$ cat src/bmvp_pkg.sv
// Package for the binary matrix-vector product block.
// Holds widths, mask reset values, register codes, the cell control struct
// and the mask bit selection function. No dependencies.
package bmvp_pkg;

    localparam int VECTOR_LENGTH = 4;
    localparam int ROW_COUNT     = 4;
    localparam int DATA_W        = 32;
    localparam int MASK_W        = 4;
    localparam int MASK_SEL_W    = $clog2(MASK_W);
    localparam int IDX_W         = $clog2(VECTOR_LENGTH);
    localparam int ROW_W         = $clog2(ROW_COUNT);
    localparam int CNT_W         = $clog2(ROW_COUNT + 1);
    localparam int CFG_INDEX_W   = 3;

    localparam logic [MASK_W-1:0] ROW_MASK_RESET [ROW_COUNT] = '{
        4'b1010, 4'b0011, 4'b1100, 4'b0101
    };

    typedef enum logic [CFG_INDEX_W-1:0] {
        REG_ROW_ZERO  = 3'd0,
        REG_ROW_ONE   = 3'd1,
        REG_ROW_TWO   = 3'd2,
        REG_ROW_THREE = 3'd3
    } cfg_reg_t;

    // Per-cycle control broadcast to every row cell.
    typedef struct packed {
        logic             accept;     // element taken this cycle
        logic             first;      // element 0 of a vector: restart sum
        logic             load;       // last element: copy sum to output stage
        logic             shift;      // output stage moves one cell forward
        logic [IDX_W-1:0] elem_index;
    } cell_ctrl_t;

    // Mask bit for element k is bit VECTOR_LENGTH-1-k; positions past the
    // mask width select nothing.
    function automatic logic mask_select(input logic [MASK_W-1:0] mask,
                                         input logic [IDX_W-1:0]  k);
        logic [31:0] pos;
        pos = 32'(VECTOR_LENGTH - 1) - 32'(k);
        return (pos < 32'(MASK_W)) && mask[pos[MASK_SEL_W-1:0]];
    endfunction

endpackage

$ cat src/bmvp_cell.sv
// One row cell: row mask, running accumulator and one output stage register.
// The output stages of all cells form a shift chain toward the output port.
// Depends on bmvp_pkg.
module bmvp_cell (
    input  logic                          aclk,
    input  logic                          aresetn,
    input  bmvp_pkg::cell_ctrl_t          ctrl,
    input  logic [bmvp_pkg::MASK_W-1:0]   mask_init,
    input  logic                          cfg_we,
    input  logic [bmvp_pkg::MASK_W-1:0]   cfg_wdata,
    input  logic [bmvp_pkg::DATA_W-1:0]   element_value,
    input  logic [bmvp_pkg::DATA_W-1:0]   shift_in,
    output logic [bmvp_pkg::DATA_W-1:0]   sum_out
);

    logic [bmvp_pkg::MASK_W-1:0] mask_reg;
    logic [bmvp_pkg::DATA_W-1:0] acc_reg;
    logic [bmvp_pkg::DATA_W-1:0] stage_reg;
    logic [bmvp_pkg::DATA_W-1:0] part;
    logic [bmvp_pkg::DATA_W-1:0] acc_next;

    always_comb begin
        part     = bmvp_pkg::mask_select(mask_reg, ctrl.elem_index) ? element_value : '0;
        acc_next = ctrl.first ? part : acc_reg + part;
    end

    always_ff @(posedge aclk) begin
        if (!aresetn) begin
            mask_reg <= mask_init;
        end else if (cfg_we) begin
            mask_reg <= cfg_wdata;
        end
    end

    always_ff @(posedge aclk) begin
        if (ctrl.accept) begin
            acc_reg <= acc_next;
        end
        if (ctrl.load) begin
            stage_reg <= acc_next;
        end else if (ctrl.shift) begin
            stage_reg <= shift_in;
        end
    end

    assign sum_out = stage_reg;

endmodule

$ cat src/binary_matrix_vector_product_top.sv
// Top level of the binary matrix-vector product block.
// Instantiates a chain of bmvp_cell row cells; depends on bmvp_pkg.
//
//  channel | direction | handshake        | payload
//  --------+-----------+------------------+-----------------------------------
//  s_      | in        | s_valid/s_ready  | s_element_value
//  m_      | out       | m_valid/m_ready  | m_row_index, m_row_sum, m_last_row
//  cfg_    | in        | cfg_we           | cfg_index, cfg_wdata (row masks)
//
// One element transaction per cycle: each row cell adds its masked share of
// the element into its accumulator in the same cycle it is accepted.
// The last element of a vector copies all row sums into the output stage
// chain; results then leave one per cycle while m_ready is high, row 0 first.
// The last element stalls only while the previous vector's results still
// occupy the chain (beyond the row being taken in that cycle).
// Reset (aresetn, synchronous, low) restores the masks and empties the chain.
module binary_matrix_vector_product_top (
    input  logic                                aclk,
    input  logic                                aresetn,
    // element input
    input  logic                                s_valid,
    output logic                                s_ready,
    input  logic [bmvp_pkg::DATA_W-1:0]         s_element_value,
    // row results
    output logic                                m_valid,
    input  logic                                m_ready,
    output logic [bmvp_pkg::ROW_W-1:0]          m_row_index,
    output logic [bmvp_pkg::DATA_W-1:0]         m_row_sum,
    output logic                                m_last_row,
    // configuration writes
    input  logic                                cfg_we,
    input  logic [bmvp_pkg::CFG_INDEX_W-1:0]    cfg_index,
    input  logic [bmvp_pkg::MASK_W-1:0]         cfg_wdata
);

    logic [bmvp_pkg::IDX_W-1:0]   elem_idx_reg, elem_idx_next;
    logic [bmvp_pkg::CNT_W-1:0]   out_cnt_reg, out_cnt_next;
    logic                         last_elem;
    logic                         s_xfer;
    logic                         m_xfer;
    logic [bmvp_pkg::ROW_COUNT-1:0] row_we;
    bmvp_pkg::cell_ctrl_t         ctrl;
    logic [bmvp_pkg::DATA_W-1:0]  sums [bmvp_pkg::ROW_COUNT];

    assign last_elem = (elem_idx_reg == bmvp_pkg::IDX_W'(bmvp_pkg::VECTOR_LENGTH - 1));

    // Hold the last element back until the chain is free, or frees this cycle.
    assign s_ready = !last_elem || (out_cnt_reg == '0) ||
                     ((out_cnt_reg == bmvp_pkg::CNT_W'(1)) && m_ready);
    assign s_xfer  = s_valid && s_ready;
    assign m_valid = (out_cnt_reg != '0);
    assign m_xfer  = m_valid && m_ready;

    always_comb begin
        ctrl.accept     = s_xfer;
        ctrl.first      = (elem_idx_reg == '0);
        ctrl.load       = s_xfer && last_elem;
        ctrl.shift      = m_xfer;
        ctrl.elem_index = elem_idx_reg;
    end

    always_comb begin
        elem_idx_next = elem_idx_reg;
        if (s_xfer) begin
            elem_idx_next = last_elem ? '0 : elem_idx_reg + bmvp_pkg::IDX_W'(1);
        end
        out_cnt_next = out_cnt_reg;
        if (ctrl.load) begin
            out_cnt_next = bmvp_pkg::CNT_W'(bmvp_pkg::ROW_COUNT);
        end else if (m_xfer) begin
            out_cnt_next = out_cnt_reg - bmvp_pkg::CNT_W'(1);
        end
    end

    always_ff @(posedge aclk) begin
        if (!aresetn) begin
            elem_idx_reg <= '0;
            out_cnt_reg  <= '0;
        end else begin
            elem_idx_reg <= elem_idx_next;
            out_cnt_reg  <= out_cnt_next;
        end
    end

    // Register decode; indexes past the last row are dropped.
    always_comb begin
        row_we = '0;
        unique case (cfg_index)
            bmvp_pkg::REG_ROW_ZERO:  row_we[0] = cfg_we;
            bmvp_pkg::REG_ROW_ONE:   row_we[1] = cfg_we;
            bmvp_pkg::REG_ROW_TWO:   row_we[2] = cfg_we;
            bmvp_pkg::REG_ROW_THREE: row_we[3] = cfg_we;
            default:                 row_we    = '0;
        endcase
    end

    // Row cells; output stages shift toward cell 0, which feeds the port.
    for (genvar r = 0; r < bmvp_pkg::ROW_COUNT; r++) begin : g_cell
        logic [bmvp_pkg::DATA_W-1:0] chain_in;
        if (r == bmvp_pkg::ROW_COUNT - 1) begin : g_tail
            assign chain_in = '0;
        end else begin : g_link
            assign chain_in = sums[r+1];
        end
        bmvp_cell u_cell (
            .aclk          (aclk),
            .aresetn       (aresetn),
            .ctrl          (ctrl),
            .mask_init     (bmvp_pkg::ROW_MASK_RESET[r]),
            .cfg_we        (row_we[r]),
            .cfg_wdata     (cfg_wdata),
            .element_value (s_element_value),
            .shift_in      (chain_in),
            .sum_out       (sums[r])
        );
    end

    assign m_row_sum   = sums[0];
    assign m_row_index = bmvp_pkg::ROW_W'(bmvp_pkg::CNT_W'(bmvp_pkg::ROW_COUNT) - out_cnt_reg);
    assign m_last_row  = (out_cnt_reg == bmvp_pkg::CNT_W'(1));

    // Chain is loaded only when empty or when its final row drains this cycle.
    a_load_free: assert property (@(posedge aclk) disable iff (!aresetn)
        ctrl.load |-> (out_cnt_reg == '0 ||
                       (out_cnt_reg == bmvp_pkg::CNT_W'(1) && m_ready)))
        else $error("chain loaded while results pending");

    a_load_fill: assert property (@(posedge aclk) disable iff (!aresetn)
        ctrl.load |=> (out_cnt_reg == bmvp_pkg::CNT_W'(bmvp_pkg::ROW_COUNT)))
        else $error("chain not full after load");

    a_cnt_range: assert property (@(posedge aclk) disable iff (!aresetn)
        out_cnt_reg <= bmvp_pkg::CNT_W'(bmvp_pkg::ROW_COUNT))
        else $error("result count out of range");

    a_last_row: assert property (@(posedge aclk) disable iff (!aresetn)
        (m_valid && m_last_row) |->
            (m_row_index == bmvp_pkg::ROW_W'(bmvp_pkg::ROW_COUNT - 1)))
        else $error("last flag on wrong row");

    a_idx_range: assert property (@(posedge aclk) disable iff (!aresetn)
        elem_idx_reg <= bmvp_pkg::IDX_W'(bmvp_pkg::VECTOR_LENGTH - 1))
        else $error("element index out of range");

endmodule
$ cat config.mk
export PLATFORM = sky130hd
export DESIGN_NAME = binary_matrix_vector_product_top
export DESIGN_NICKNAME = d
export VERILOG_FILES = /design/src/bmvp_pkg.sv /design/src/bmvp_cell.sv /design/src/binary_matrix_vector_product_top.sv
export SDC_FILE = /design/constraint.sdc
export NUM_CORES = 1
export LEC_CHECK = 0
export BUFFER_PORTS_ARGS = -buffer_cell sky130_fd_sc_hd__buf_2
export CORE_ASPECT_RATIO = 1.75
export CORE_MARGIN = 2
export CORE_UTILIZATION = 50
export DETAILED_ROUTE_END_ITERATION = 16
export PLACE_DENSITY = 0.67
export SLEW_MARGIN = 20
export SYNTH_ARGS = -nofsm -noshare
export SYNTH_HDL_FRONTEND = slang
export SYNTH_SLANG_ARGS = --single-unit
$ cat constraint.sdc
create_clock -name aclk -period 9.2 [get_ports aclk]
set_input_delay 0.46 -clock aclk [delete_from_list [all_inputs] [get_ports aclk]]
set_output_delay 0.46 -clock aclk [all_outputs]
set_load 0.01 [all_outputs]
Word level (Yosys, flattened, before mapping)

Cells that the tools add are included.

Register bits: 277
Bits of input ports: 44
Output and inout bits: 37
Logic and storage cells: 79

Add/sub/neg operators: 8
$lt $le $gt $ge: 2
Equal/unequal tests: 5
Multiplexer cells: 31
Bitwise logic cells: 1
Reductions and logical operators: 17

Operators with widths:

| cell                | number |
|---|---|
| $mux 32             | 16 |
| $add 32x32->32      | 4 |
| $lt 32x3->1 const B | 1 |
| $bmux 1 s2          | 4 |
| $logic_and 1x1->1   | 8 |
| $mux 1              | 8 |
| $eq 3x1->1 const B  | 2 |
| $eq 3x2->1 const B  | 2 |
| $logic_not 3->1     | 2 |
| $mux 3              | 2 |
| $lt 2x3->1 const B  | 1 |
| $reduce_bool 3->1   | 1 |
| $sub 2x2->3 const A | 1 |
| $sub 3x1->3 const B | 1 |
| $add 2x1->2 const B | 1 |
| $eq 2x2->1 const B  | 1 |
| $logic_not 2->1     | 1 |
| $logic_or 1x1->1    | 2 |
| $mux 2              | 1 |
| $reduce_bool 2->1   | 1 |
| $reduce_or 2->1     | 1 |
| $sub 1x2->2 const A | 1 |
| $logic_not 1->1     | 1 |
| $not 1->1           | 1 |

Depth between registers and ports, before layout

Depth after elaboration: 8
Depth in mapped cells: 16
Mapped depth without buffers: 13

By module

Synthesis repeated with hierarchy kept, for this count alone.

Cells, all modules: 1966
Area total of the unflattened synthesis: 19676.4 um^2

Modules (own cells, without submodules):

| module                           | instances | cells each | area an instance (um^2) | sequential area each (um^2) |
|---|---|---|---|---|
| bmvp_cell (g_cell[1].u_cell ...) | 3         | 486        | 4838.4                  | 2042.0 |
| bmvp_cell (g_cell[0].u_cell)     | 1         | 461        | 4763.3                  | 2042.0 |
| binary_matrix_vector_product_top | 1         | 47         | 397.9                   | 100.1 |

Worst setup path after synthesis

OpenSTA, ideal clock, no wires.

Kind: register to register
From: reg out_cnt_reg[0] (netlist name)
To: reg g_cell[1].u_cell.stage_reg, in the netlist g_cell[1].u_cell.sum_out[27] (data pin)
Library setup time: 0.268 ns
Arrival: 5.714 ns
Required time: 8.932 ns
Setup slack: 3.218 ns
Stages on the path, launching flop included: 12
Buffers on the path: 3
Clock period less this slack: 5.982 ns
Cells stage by stage: dfxtp_1 > ha_1 > nor2b_1 > nand2_1 > nand3_1 > and2_1 > clkbuf_1 > nand2_1 > clkbuf_1 > clkbuf_1 > nand2_1 > o31ai_1

RTL lines:

| item                   | RTL line                               | source |
|---|---|---|
| from (decl)            | binary_matrix_vector_product_top.sv:37 | `logic [bmvp_pkg::CNT_W-1:0] out_cnt_reg, out_cnt_next;` |
| from (signal assigned) | binary_matrix_vector_product_top.sv:81 | `out_cnt_reg <= out_cnt_next;` |
| to (signal assigned)   | bmvp_cell.sv:40                        | `stage_reg <= acc_next;` |
| to (signal assigned)   | bmvp_cell.sv:42                        | `stage_reg <= shift_in;` |
| to (decl)              | bmvp_cell.sv:18                        | `logic [bmvp_pkg::DATA_W-1:0] stage_reg;` |

Worst setup path after layout

From: reg elem_idx_reg[1] (netlist name)
To: reg g_cell[2].u_cell.acc_reg[24] (netlist name) (data pin)

Word-level cells in the longest chain between the ends: 7
Elaborated cells on any way between the ends: 9
Those cells by class: 2 x add/sub; 1 x order compare; 4 x mux; 2 x reduce/logical

Ends and longest elaborated chain:

| item                                                                | RTL line                               | source |
|---|---|---|
| from (decl)                                                         | binary_matrix_vector_product_top.sv:36 | `logic [bmvp_pkg::IDX_W-1:0] elem_idx_reg, elem_idx_next;` |
| from (signal assigned)                                              | binary_matrix_vector_product_top.sv:80 | `elem_idx_reg <= elem_idx_next;` |
| parallel branches: the longest is 6 deep, another holds $lt 32x3->1 | --                                     |  |
| $mux 32 (*)                                                         | bmvp_cell.sv:24                        | `acc_next = ctrl.first ? part : acc_reg + part;` |
| net g_cell[2].u_cell.acc_next (one bit)                             | bmvp_cell.sv:20                        | `logic [bmvp_pkg::DATA_W-1:0] acc_next;` |
| to (signal assigned)                                                | bmvp_cell.sv:37                        | `acc_reg <= acc_next;` |
| to (decl)                                                           | bmvp_cell.sv:17                        | `logic [bmvp_pkg::DATA_W-1:0] acc_reg;` |

Mark *: on every way through the listed nets, which the timed path passes. The select of a mux whose other input is x is not followed.
A chain may end at the register's enable or synchronous reset.

==> flow_metrics.env <==
export IMPL_drc=0
export IMPL_area_growth_pct=8.68
export IMPL_routed_wl_um=49100
export IMPL_met1_length_um=19700
export IMPL_finClkSkew_ns=0.0236
export IMPL_min_path_type="in2reg"
export IMPL_maxCapViolCount=0
export IMPL_first_pass_iters=7
export IMPL_postCtsSetupRepairBufs=0
export IMPL_fillers=3354
export IMPL_clockBufferDepth=3
export IMPL_setup_tns_ns=0
export IMPL_grt_pass1_wl_um=77700
export IMPL_yosys_area_top_type="edfxtp_1"
export IMPL_synth_distinct_cells=85
export IMPL_root_buffer="clkbuf_16"
export IMPL_grtUsageTotal_pct=23.8
export IMPL_ir_drop_v=0.000168
export IMPL_place_congestion=0.955
export IMPL_syn_inst=1980
export IMPL_ctsHoldBuffers=0
export IMPL_ys_flop_type="edfxtp_1"
export IMPL_synth_area_mm2=0.0191
export IMPL_synth_xor_area_share_pct=4.85
export IMPL_met3_length_um=2270
export IMPL_end_kind="flip-flop"
export IMPL_cp_max_fo=33
export IMPL_criticalPathCategory="reg2reg"
export IMPL_grt_max_degree=89
export IMPL_synth_top_cell_area_share_pct=40.2
export IMPL_status="complete, no violations"
export IMPL_drt_iter0_drc=1070
export IMPL_cp_cell_sequence="mux4_2, and2_1, ha_1, fa_1, a211oi_1, nor2_1, o31ai_1, a31oi_1, a221oi_1, o21ai_0, a31oi_1, xor2_1, o21ai_0"
export IMPL_critical_path_max_stage_delay_ns=0.87
export IMPL_ys_warn_count=0
export IMPL_arrival_ns=5.41
export IMPL_chipHeight_um=263
export IMPL_cts_buffers_inserted=29
export IMPL_yosys_area_share_adder_pct=8.86
export IMPL_synth_edff_count=256
export IMPL_ctsResizeCount=0
export IMPL_grt_pass1_vias=15204
export IMPL_period_minus_slack_ns=5.14
export IMPL_hold_viol=0
export IMPL_dp_hpwl_um=34500
export IMPL_cts_tree="yes"
export IMPL_rsz0062_at_grt="no"
export IMPL_muxShareOfSynthArea_pct=5.63
export IMPL_fin_crit_sh_pct=55.8
export IMPL_start_util_pct=50.8
export IMPL_setup_viol=0
export IMPL_avgSynthCellArea_um2=9.66
export IMPL_cp_start_kind="flip-flop"
export IMPL_dieWidth_um=152
export IMPL_cp_required_ns=9.47
export IMPL_port_buffers=80
export IMPL_critPathSlowestCell="mux4_2"
export IMPL_power_density_mw_per_mm2=216
export IMPL_finalMaxSlewViolations=0
export IMPL_synth_top_family_by_area="compound AO/OA/AOI/OAI gates"
export IMPL_synth_compound_area_share_pct=17.8
export IMPL_ant_nets=0
export IMPL_wire_per_inst_um=19.6
export IMPL_cp_buffers_inverters=0
export IMPL_num_vias=15084
export IMPL_syn_nets=2157
export IMPL_max_slew_margin_pct=30.4
export IMPL_synth_area_leaders="edfxtp_1 40%, ha_1 8.4%, nand2_1 5.0%"
export IMPL_grt_overflow=0
export IMPL_tightest_slew_ns=1.04
export IMPL_n_antenna_cell=0
export IMPL_rows=94
export IMPL_pin_count=81
export IMPL_leakage_nw=8.59
export IMPL_core_area_mm2=0.0376
export IMPL_synth_seq_cells=277
export IMPL_synthSimpleGateAreaFrac_pct=17.6
export IMPL_cts_sinks=277
export IMPL_via_per_inst=6.01
export IMPL_antenna_found_initial=0
export IMPL_synthArstFlopShare_pct=0
export IMPL_clk_latency_ns=0.58
export IMPL_wl_met2_um=25100
export IMPL_pre_cts_ws_ns=4.11
export IMPL_layout_drive_gt1_share_pct=11.4
export IMPL_seq_area_frac_synth_pct=42.4
export IMPL_max_freq_mhz=195
export IMPL_crit_family="compound AO/OA/AOI/OAI gates"
export IMPL_clk_pin_slew_ns=0.07
export IMPL_nets=2187
export IMPL_h_tree_depth=1
export IMPL_fin_ws_ns=4.06
export IMPL_top_layer="met4"
export IMPL_dieArea_mm2=0.0399
## kinds of logic after synthesis
family / after synthesis
AOI/OAI and AO/OA: 527
xor gates and xnor gates: 106
DFF: 277
adders and majority gates: 133
buffers and inverters: 144
and+or+nand+nor: 699
muxes: 94
## per-stage QoR
stage	utilization (%)	total power (W)	cell area, µm²	hold WS [ns]	instances
finish	55.2	0.00450	20800	0.188	2511
detailed placement	52.8	0.00335	19900	0.460	2459
global placement	52.8	0.00331	19900	0.449	2459
floorplan	-	0.00295	19100	0.436	1980
global route	55.2	0.00475	20800	0.188	2511
CTS	55.2	0.00451	20800	0.171	2511
## power breakdown
part / internal (W) / total (W) / leakage [nW] / switching [W]
combinational: 0.000551 / 0.00149 / 5.51 / 0.000939
clock: 0.000641 / 0.00116 / 0.426 / 0.000519
sequential: 0.00177 / 0.00185 / 2.65 / 0.0000826
## cell usage in the layout, fill, tap and decap left out, types with 20 or more instances in the layout
master	n
xnor2_1	53
nor3_1	23
a21o_1	66
dfxtp_1	21
a31oi_1	27
edfxtp_1	256
o21a_1	20
nand3_1	33
a211oi_1	21
and2_1	134
buf_2	80
clkbuf_16	29
xor2_1	53
nor2b_1	23
nand2_1	252
o21ai_0	112
inv_1	53
nor2_1	142
ha_1	128
and3_1	23
mux2i_1	24
mux2_2	65
a21oi_1	170
## synthesized netlist by cell type, types with 14 or more instances
cell type  number
a21oi_1       170
xor2_1         53
a31oi_1        27
edfxtp_1      256
a21o_1         66
nand2_1       253
o31ai_1        18
nand4_1        14
and2_1        135
mux2_2         65
nor3_1         23
o21a_1         20
nor2_1        142
dfxtp_1        21
and3_1         24
o21bai_1       16
nand3_1        33
inv_1          54
clkbuf_1       75
ha_1          129
a211oi_1       21
mux2i_1        24
nor2b_1        23
o21ai_0       112
xnor2_1        53
## worst reg2reg max path, delay by kind of cell (launching register included)
family,cells,cell delay [ns]
XOR/XNOR,1,0.21
adder cells (fa/ha/maj),2,0.68
flip-flops,1,0.51
AO/OA/AOI/OAI,7,2.16
AND/OR/NAND/NOR,2,0.43
multiplexers,1,0.87
## final cells by class
type	count	area [µm²]	share of cell area (%)
multi-input cells	1559	10500	50.5
flip-flops and latches	277	8110	39.0
clock buffers	37	756	3.64
well taps	480	601	2.89
repair buffers	89	472	2.27
inverters	54	203	0.975
clock inverters	15	150	0.722
## worst paths after layout
check,from,to,slack (ns),depth (start not counted)
min,cfg_wdata[2],g_cell[2].u_cell.mask_reg[2]$_SDFFE_PN1P_,0.19,3
max reg2reg,elem_idx_reg[1]$_SDFFE_PN0P_,g_cell[2].u_cell.acc_reg[24]$_DFFE_PP_,4.06,13
min reg2reg,g_cell[0].u_cell.mask_reg[1]$_SDFFE_PN1P_,g_cell[0].u_cell.mask_reg[1]$_SDFFE_PN1P_,0.48,2
max,elem_idx_reg[1]$_SDFFE_PN0P_,g_cell[2].u_cell.acc_reg[24]$_DFFE_PP_,4.06,13
## routing by layer
| metal | track usage (%) | up-vias |
|---|---|---|
| met1 | 28.2 | 7191 |
| met2 | 43.5 | 471 |
| met5 | 0 | - |
| met4 | 10.2 | 0 |
| li1 | - | 7309 |
| met3 | 2.28 | 113 |
Power figures use the tool's default switching activity.
